<file path="src/hw/rtl/fifo_writeback_block_cache_tags_defines.svh">
// Assertion macros shared by the cache tag engine modules.
// Depends on nothing; included by modules that assert.
`ifndef FIFO_WRITEBACK_BLOCK_CACHE_TAGS_DEFINES_SVH
`define FIFO_WRITEBACK_BLOCK_CACHE_TAGS_DEFINES_SVH

// Assert that a condition implies a consequence in the same cycle.
`define FWBC_ASSERT_IMPL(label, clk_s, rst_s, cond, cons, msg) \
    label: assert property (@(posedge clk_s) disable iff (!rst_s) (cond) |-> (cons)) \
        else $error(msg);

// Assert that a condition implies a consequence in the following cycle.
`define FWBC_ASSERT_NEXT(label, clk_s, rst_s, cond, cons, msg) \
    label: assert property (@(posedge clk_s) disable iff (!rst_s) (cond) |=> (cons)) \
        else $error(msg);

`endif

</file>
<file path="src/hw/rtl/fwbc_pkg.sv">
// Shared types and constants of the cache tag engine.
// No dependencies.
`timescale 1ns / 1ps
`default_nettype none
package fwbc_pkg;
    localparam int SLOTS_DEF  = 64;
    localparam int DEV_W      = 4;
    localparam int SECTOR_W   = 48;
    localparam int SLOT_W     = 6;

    typedef enum logic [1:0] {
        FUNC_READ  = 2'd0,
        FUNC_WRITE = 2'd1,
        FUNC_FLUSH = 2'd2,
        FUNC_NONE  = 2'd3
    } func_t;

    // Commands from controller to datapath
    typedef struct packed {
        logic load;     // capture request
        logic lookup;   // register match result
        logic access;   // apply read/write update and build result
        logic scan;     // examine the slot under the scan index
        logic scan_clr; // reset scan index
        logic out_load; // load the output register
    } cmd_t;

    // Status from datapath to controller
    typedef struct packed {
        logic scan_hit;   // current scanned slot needs writeback
        logic scan_end;   // current scanned slot is the final one
        logic any_found;  // a flush has reported at least one slot
    } sts_t;
endpackage
`default_nettype wire

</file>
<file path="src/hw/rtl/fwbc_ctrl.sv">
// Controller of the cache tag engine: request sequencing and output handshake.
// Depends on fwbc_pkg and the assertion macro header.
`timescale 1ns / 1ps
`default_nettype none
`include "fifo_writeback_block_cache_tags_defines.svh"
module fwbc_ctrl
    import fwbc_pkg::*;
(
    input  wire logic       clk,
    input  wire logic       rst_n,
    input  wire logic       in_valid,
    output logic            in_stall,
    input  wire logic [1:0] in_func,
    output logic            out_valid,
    input  wire logic       out_stall,
    input  wire logic       out_last,
    output cmd_t            cmd,
    input  wire sts_t       sts
);
    typedef enum logic [2:0] {
        ST_IDLE,
        ST_LOOKUP,
        ST_ACCESS,
        ST_SCAN,
        ST_DONE
    } state_t;

    state_t state_reg, state_next;
    logic   out_valid_reg, out_valid_next;
    logic   is_flush_reg, is_flush_next;

    logic in_fire, out_free;
    assign out_free = !out_valid_reg || !out_stall;
    assign in_fire  = in_valid && !in_stall;
    assign in_stall = (state_reg != ST_IDLE) || (out_valid_reg && out_last && out_stall);

    // Next state and commands
    always_comb
    begin
        state_next     = state_reg;
        out_valid_next = out_valid_reg && out_stall;
        is_flush_next  = is_flush_reg;
        cmd            = '0;
        case (state_reg)
            ST_IDLE:
            begin
                if (in_fire && in_func != FUNC_NONE)
                begin
                    cmd.load      = 1'b1;
                    cmd.scan_clr  = 1'b1;
                    is_flush_next = (in_func == FUNC_FLUSH);
                    state_next    = (in_func == FUNC_FLUSH) ? ST_SCAN : ST_LOOKUP;
                end
            end
            ST_LOOKUP:
            begin
                cmd.lookup = 1'b1;
                state_next = ST_ACCESS;
            end
            ST_ACCESS:
            begin
                if (out_free)
                begin
                    cmd.access     = 1'b1;
                    cmd.out_load   = 1'b1;
                    out_valid_next = 1'b1;
                    state_next     = ST_IDLE;
                end
            end
            ST_SCAN:
            begin
                if (sts.scan_hit)
                begin
                    if (out_free)
                    begin
                        cmd.scan       = 1'b1;
                        cmd.out_load   = 1'b1;
                        out_valid_next = 1'b1;
                        if (sts.scan_end)
                            state_next = ST_DONE;
                    end
                end
                else
                begin
                    cmd.scan = 1'b1;
                    if (sts.scan_end)
                        state_next = ST_DONE;
                end
            end
            ST_DONE:
            begin
                // Close the walk; send an empty final beat when nothing was dirty
                if (sts.any_found)
                begin
                    state_next = ST_IDLE;
                end
                else if (out_free)
                begin
                    cmd.out_load   = 1'b1;
                    out_valid_next = 1'b1;
                    state_next     = ST_IDLE;
                end
            end
            default:
            begin
                state_next = ST_IDLE;
            end
        endcase
    end

    always_ff @(posedge clk or negedge rst_n)
    begin
        if (!rst_n)
        begin
            state_reg     <= ST_IDLE;
            out_valid_reg <= 1'b0;
            is_flush_reg  <= 1'b0;
        end
        else
        begin
            state_reg     <= state_next;
            out_valid_reg <= out_valid_next;
            is_flush_reg  <= is_flush_next;
        end
    end

    assign out_valid = out_valid_reg;

    `FWBC_ASSERT_IMPL(a_idle_accept, clk, rst_n, in_fire, state_reg == ST_IDLE, "beat taken while busy")
    `FWBC_ASSERT_IMPL(a_no_overwrite, clk, rst_n, cmd.out_load, out_free, "output overwritten")
    `FWBC_ASSERT_IMPL(a_flush_scan, clk, rst_n, state_reg == ST_SCAN, is_flush_reg, "scan outside flush")
endmodule
`default_nettype wire
</file>
<file path="config.mk">
export PLATFORM = sky130hd
export DESIGN_NAME = fwbc_ctrl
export DESIGN_NICKNAME = d
export VERILOG_FILES = /design/src/hw/rtl/fwbc_pkg.sv /design/src/hw/rtl/fwbc_ctrl.sv
export VERILOG_INCLUDE_DIRS = /design/src /design/src/hw/rtl
export SDC_FILE = /design/constraint.sdc
export NUM_CORES = 1
export LEC_CHECK = 0
export BUFFER_PORTS_ARGS = -buffer_cell sky130_fd_sc_hd__buf_4
export CAP_MARGIN = 20
export CORE_AREA = 2 2 39 41
export CTS_CLUSTER_SIZE = 8
export DETAILED_ROUTE_END_ITERATION = 6
export DIE_AREA = 0 0 41 43
export PLACE_DENSITY_LB_ADDON = 0.08
export SYNTH_ARGS = -nofsm -noshare
export SYNTH_HDL_FRONTEND = slang
export SYNTH_SLANG_ARGS = --single-unit
</file>
<file path="constraint.sdc">
create_clock -name clk -period 2.9 [get_ports clk]
set_input_delay 0 -clock clk [delete_from_list [all_inputs] [get_ports clk]]
set_output_delay 0 -clock clk [all_outputs]
set_load 0.02 [all_outputs]
</file>
# Yosys cells after proc, flatten, opt, wreduce, memory -nomap -nowiden
# Cells that the tools add are included.
dict set report totals {
  latchBits 0
  ff_bits 4
  output_inout_bits 8
  romBits 0
  mem_bits_rw 0
  input_bits 10
  mem_count 0
  wordCells 45
}
dict set report op_classes {
  mux 22
  magnitude_cmp 0
  n_eq_ne 8
  shift 0
  bitwise_logic 0
  div_mod_pow 0
  mul 0
  n_addsub 0
  n_reduce_logical 13
}
# op count
set op_table {}
lappend op_table {{3-bit 2-to-1 mux} 6}
lappend op_table {{3-bit case mux with 5 select lines} 1}
lappend op_table {{1-bit 2-to-1 mux} 12}
lappend op_table {{3-bit by 2-bit == test with 1-bit output (second input constant)} 2}
lappend op_table {{1-bit case mux with 3 select lines} 2}
lappend op_table {{1-bit logical AND} 5}
lappend op_table {{2-bit != test (second input constant)} 2}
lappend op_table {{3-bit by 1-bit == test with 1-bit output (second input constant)} 1}
lappend op_table {{3-bit == test (second input constant)} 1}
lappend op_table {{1-bit zero test} 3}
lappend op_table {{3-bit zero test} 1}
lappend op_table {{3-bit != test (second input constant)} 1}
lappend op_table {{3-bit nonzero test} 1}
lappend op_table {{2-bit == test (second input constant)} 1}
lappend op_table {{1-bit logical OR} 2}
lappend op_table {{2-bit 2-to-1 mux} 1}
lappend op_table {{2-bit AND reduction} 1}

# Longest topological paths before layout
# Gate-level depths: netlist of run 1.
dict set report logic_depth {
  depth_word 8
  mapped_depth 4
}

# Worst setup path before layout of run 1
# Ideal clock, no wire load.
dict set report synth_timing {
  kind {register to output}
  from {register out_valid_reg, in the netlist out_valid}
  to {output port cmd[5] (netlist bit)}
  arrival_ps 1769
  n_path_buf 1
  path_stages_with_launch 5
  slack_ps 1131
  cell_sequence {dfrtp_1 -> nand3_1 -> nand3_1 -> nor4_1 -> buf_4}
}
# element line
set synth_lines {}
lappend synth_lines {{start: declaration} fwbc_ctrl.sv:29} ;# logic out_valid_reg, out_valid_next;
lappend synth_lines {{start signal: assignment} fwbc_ctrl.sv:122} ;# out_valid_reg <= out_valid_next;
lappend synth_lines {{end: declaration} fwbc_ctrl.sv:17} ;# output cmd_t cmd,

==> metrics.yaml, run 1 <==
status: "complete, no violations"
ys_types: 24
synth-edff-count: 0
synth_ff_type: "dfrtp_1"
io-pin-count: 18
path_clk_slew_ns: 0.04
netlist_top_cells_count: "5 x nand2_1, 4 x dfrtp_1, 4 x nand3_1"
clock_skew_ns: 0.00799
achievable-frequency_ghz: 0.665
route.final.wire_length_microns: 836
grt_pass1_vias: 357
fillers: 154
timing.final.hold_violations: 0
cts-root-to-sink-buffers: 2
track_usage: 0.125
power_report.internal_total_mw: 0.235
firstDrtPassIters: 3
synth.top_cells.by_area: "dfrtp_1 32%, nand3_1 6.3%, nand3b_4 6.3%, nand2_1 5.9%, nor4b_2 4.7%"
worst_hold_startpoint: "out_stall"
core_area_sq_mm: 0.00138
final_antenna_net_count: 0
io_buffer_count: 17
detail_route.drc_violations: 0
timing.final.crit_period_ns: 1.50
global_route_wire_length_before_repair_mm: 1.46
cts_hold_buffers: 1
syn_avg_cell_area_sq_um: 9.04
area.growth.synth_to_final_pct: 49.4
max_slew_margin: 0.760
grt_overflow: 0
netlist.area_leader.share: 0.316
ff_to_ff_end: "state_reg[1]"
timing.setup.tns_ns: 0
grt_setup_unrepaired: "no"
cts.htree.levels: 1
holdCritPathClass: "primary input to flip-flop"
syn_area_sq_um: 317
criticalPathCategory: "flip-flop to output port"
seq_area_frac_synth: 0.316
seq_power_share: 0.297
place_worst_setup_slack_ns: 1.64
drtIter0Drc: 1
final_setup_violations: 0
die_h_microns: 43
regToRegSetupSlack_ns: 1.70
number_of_flip_flops_in_the_largest_register: 3
cts.root.buffer_cell: "clkbuf_4"
finish.net_count: 65
crit_path_end_kind: "output port"
cp-startpoint: "out_valid"
static_leakage_nw: 0.228
timing.reg2reg.worst_path_depth: 3
max_cap_viol_count: 0
diodes: 0
die_w_microns: 41
floorplan.initialDensity: 0.229
area_enclosed_by_the_die_boundary_sq_mm: 0.00176
power_frac_clock: 0.164
synth_top_area_cell: "dfrtp_1"
ir_drop_mv: 0.417
place_hpwl_microns: 622
viasPerCell: 4.80
final-max-slew-violation-count: 0
syn-num-nets: 45
start_kind: "flip-flop"
net_sw_frac: 0.445
layout_setup_ws_ns: 1.40
synth-async-reset-ratio: 1.00
cts_buffers: 3
post-route-period-util: 0.518
switching_power_mw: 0.188
post-cts-setup-buffer-count: 0
crit-reg2reg-launch: "state_reg[0]"
total_number_of_vias: 331
yosys_register_bits: 4
clock_tree_from_tritoncts: "built"
share_comb_of_total_power: 0.539
cp.arrival_ns: 1.50
rows: 14
hold-worst-slack_ns: 0.0461
setup.worst_path.end: "cmd[1]"
routabilityCongestion: 0.652
tritoncts_num_sinks: 4
synth_warn: 0
worstSkewPairLatency_ns: 0.24
report.power.total_mw: 0.423
power_density_mw_per_mm2: 895
detail_route.wl_per_cell_microns: 12.1
worst-path-max-fanout: 7
required_ns: 2.90
ctsResizeCount: 0
synth.most_common_cell: "nand2_1"
antenna_found_initial: 0
largest_net_degree_at_the_start_of_global_routing: 11
post_route_cells_drive_above_1_share: 0.453
postSynthCellCount: 35
max_slew.worst_pin.slew_ns: 0.357
## stage by stage
stage | util | cells | instance area (sq um)
2_1_floorplan | - | 35 | 317
4_1_cts | 0.342 | 69 | 473
3_5_place_dp | 0.318 | 65 | 440
5_1_grt | 0.342 | 69 | 473
3_3_place_gp | 0.318 | 65 | 440
6_report | 0.342 | 69 | 473
## logic make-up after synthesis
family,Yosys count,share of synthesized area
AOI/OAI and AO/OA,7,0.174
and+or+nand+nor,20,0.423
DFF,4,0.316
buffers and inverters,4,0.0869
## area by class of cell
class | instances | area, sq um | share of cell area
multi-input cells | 27 | 189 | 0.399
repair buffers | 18 | 138 | 0.291
flip-flops and latches | 4 | 100 | 0.212
clock buffers | 3 | 22.5 | 0.0476
well taps | 16 | 20.0 | 0.0423
inverters | 1 | 3.75 | 0.00794
## worst min path at each step
stage | to | cells past startpoint | slack, ns
3_3_place_gp | out_valid | 1 | -0.20
6_report | out_valid | 3 | 0.05
2_1_floorplan | out_valid | 0 | -0.30
5_1_grt | out_valid | 3 | 0.07
3_5_place_dp | state_reg[2] | 1 | -0.20
4_1_cts | out_valid | 3 | 0.05
## power groups by stage
stage | logic, mW | clock network, mW | registers (mW)
after floorplan | 0.174 | 0 | 0.102
after global placement | 0.229 | 0 | 0.125
after detailed placement | 0.229 | 0 | 0.126
after CTS | 0.231 | 0.0713 | 0.126
after global routing | 0.249 | 0.0776 | 0.132
final | 0.228 | 0.0696 | 0.126
## critical path: stages (launching register included)
cell	delay (ns)
dfrtp_1	0.46
nand3_1	0.14
nand3_1	0.14
nor4_1	0.30
buf_4	0.21
## cells in the final DEF, fill, tap and decap left out
cell type,instances
a21o_1,1
a21oi_1,1
a221o_1,1
a22oi_2,1
a31oi_1,1
and4b_2,1
buf_4,17
clkbuf_4,3
dfrtp_1,4
dlygate4sd3_1,1
inv_1,1
nand2_1,5
nand2b_1,2
nand3_1,4
nand3b_1,1
nand3b_4,1
nor2_1,1
nor2b_1,1
nor3_1,1
nor3b_1,1
nor4_1,1
nor4b_2,1
o21ai_0,1
o41ai_1,1
## metal layers
layer / vias to the layer above / GRT usage / routed length, microns
li1: 166 / - / -
met5: - / 0 / 0
met2: 11 / 0.175 / 430
met1: 154 / 0.162 / 366
met4: 0 / 0.120 / 0
met3: 0 / 0 / 39
No activity file was read; power rests on OpenSTA's default activity.
==> inputs of run 2 (changes only) <==
- clock period: 2.9 -> 1.5 ns (I/O delays scaled with it)
==> metrics.yaml, run 2 (same netlist as run 1, synthesis figures left out) <==
final_setup_violations: 0
worstSkewPairLatency_ns: 0.24
worst-path-max-fanout: 10
cts-root-to-sink-buffers: 2
final_antenna_net_count: 0
post_route_cells_drive_above_1_share: 0.566
die_w_microns: 41
max_cap_viol_count: 0
crit_path_end_kind: "output port"
post_dp_cell_area_sq_um: 447
min_delay_worst_endpoint: "state_reg[2]"
status: "complete, no violations"
core_area_sq_mm: 0.00138
io_buffer_count: 17
clock_tree_from_tritoncts: "built"
place_hpwl_microns: 654
crit-reg2reg-launch: "state_reg[0]"
cts.root.buffer_cell: "clkbuf_4"
static_leakage_nw: 0.230
antenna_found_initial: 0
drtIter0Drc: 2
total_number_of_vias: 326
area_enclosed_by_the_die_boundary_sq_mm: 0.00176
post-route-period-util: 0.937
area.growth.synth_to_final_pct: 61.7
timing.critical_path.slowest_cell_delay_ns: 0.48
worst_hold_startpoint: "sts[1]"
firstDrtPassIters: 3
required_ns: 1.50
die_h_microns: 43
detail_route.drc_violations: 0
start_kind: "flip-flop"
grt_overflow: 0
cp_slowest_cell: "dfrtp_2"
detail_route.wl_per_cell_microns: 12.6
most_common_library_cell_in_the_layout_ignoring_fill_and_taps: "buf_4"
routabilityCongestion: 0.683
max_slew.worst_pin.slew_ns: 0.293
finish.net_count: 65
whs_path_depth: 3
worstPathCellList: "nor4b_4, a31oi_2, a21oi_1, buf_4"
power_density_mw_per_mm2: 1690
regArea_sq_um: 104
timing.reg2reg.worst_path_depth: 3
ff_to_ff_end: "state_reg[1]"
regToRegSetupSlack_ns: 0.31
layout_setup_ws_ns: 0.0940
cts_buffers: 3
io-pin-count: 18
holdCritPathClass: "primary input to flip-flop"
timing.setup.tns_ns: 0
post-cts-setup-buffer-count: 0
diodes: 0
postLayoutCellArea_sq_um: 512
grt_setup_unrepaired: "no"
timing.final.crit_period_ns: 1.41
path_clk_slew_ns: 0.04
final-max-slew-violation-count: 0
ir_drop_mv: 0.518
clock_skew_ns: 0.00661
grt_pass1_vias: 352
track_usage: 0.123
criticalPathCategory: "flip-flop to output port"
final_cells: 69
timing.final.hold_violations: 0
rows: 14
number_of_flip_flops_in_the_largest_register: 3
achievable-frequency_ghz: 0.711
mostFrequentLayoutCells: "17 x buf_4, 5 x nand2_1, 3 x nand3_1, 3 x clkbuf_4, 3 x dfrtp_2"
route.final.wire_length_microns: 870
place_worst_setup_slack_ns: 0.258
floorplan.initialDensity: 0.229
multiInputGateArea_sq_um: 224
placedCellCount: 65
global_route_wire_length_before_repair_mm: 1.44
tritoncts_num_sinks: 4
cts.htree.levels: 1
cp.arrival_ns: 1.41
max_slew_margin: 0.803
largest_net_degree_at_the_start_of_global_routing: 11
viasPerCell: 4.72
fillers: 154
==> run 2: changes by cell type in the layout (fill, tap and decap cells not counted) <==
cell,change
a31oi_2,+1
nor4_4,+1
nand3_1,-1
dfrtp_1,-3
nor4_1,-1
nor4b_4,+1
dfrtp_2,+3
nand3_2,+1
a31oi_1,-1
nor4b_2,-1
==> run 2: worst max-delay path by stage <==
stage	endpoint	slack [ns]	startpoint
3_3_place_gp	cmd[0]	0.28	state_reg[1]
6_report	cmd[0]	0.09	state_reg[0]
4_1_cts	cmd[0]	0.002	state_reg[1]
3_5_place_dp	cmd[0]	0.26	state_reg[1]
5_1_grt	cmd[1]	0.0004	out_valid
2_1_floorplan	cmd[5]	0.01	out_valid
==> run 2: metrics by stage <==
| step | util | power, mW | hold WS (ns) |
|---|---|---|---|
| CTS | 0.346 | 0.836 | 0.0329 |
| global route | 0.370 | 0.937 | 0.0691 |
| floorplan | - | 0.542 | -0.296 |
| global placement | 0.323 | 0.693 | -0.203 |
| detailed placement | 0.323 | 0.695 | -0.200 |
| finish | 0.370 | 0.866 | 0.0335 |
==> run 2: critical path: cells and delay by family (launching register included) <==
kind | cells | cell delay (ns)
AOI/OAI and AO/OA | 2 | 0.21
buffers and inverters | 1 | 0.16
DFF | 1 | 0.48
and+or+nand+nor | 1 | 0.32
==> run 2: timing repair <==
action	4_1_cts	5_1_grt
gates resized for setup	0	7
hold buffers	1	0
setup endpoints to repair	0	3
hold endpoints to repair	4	0
==> run 2: area by class of cell <==
class,instances,area share
Inverter,1,0.00733
Tap cell,16,0.0391
Timing Repair Buffer,18,0.269
Multi-Input combinational cell,27,0.438
Sequential cell,4,0.203
Clock buffer,3,0.0440
==> run 2: where the power goes <==
part,internal [mW],total (mW),leakage (nW),switching (mW)
logic,0.237,0.464,0.169,0.227
clock network,0.0895,0.134,0.0138,0.0443
registers,0.150,0.268,0.0475,0.118
==> run 2: per-layer routing <==
metal	share of wire	wire, microns	track usage	vias up
met1	0.42	365	0.145	151
li1	-	-	-	168
met5	0	0	0	-
met3	0.049	43	0.0366	0
met2	0.53	461	0.172	7
met4	0	0	0.100	0
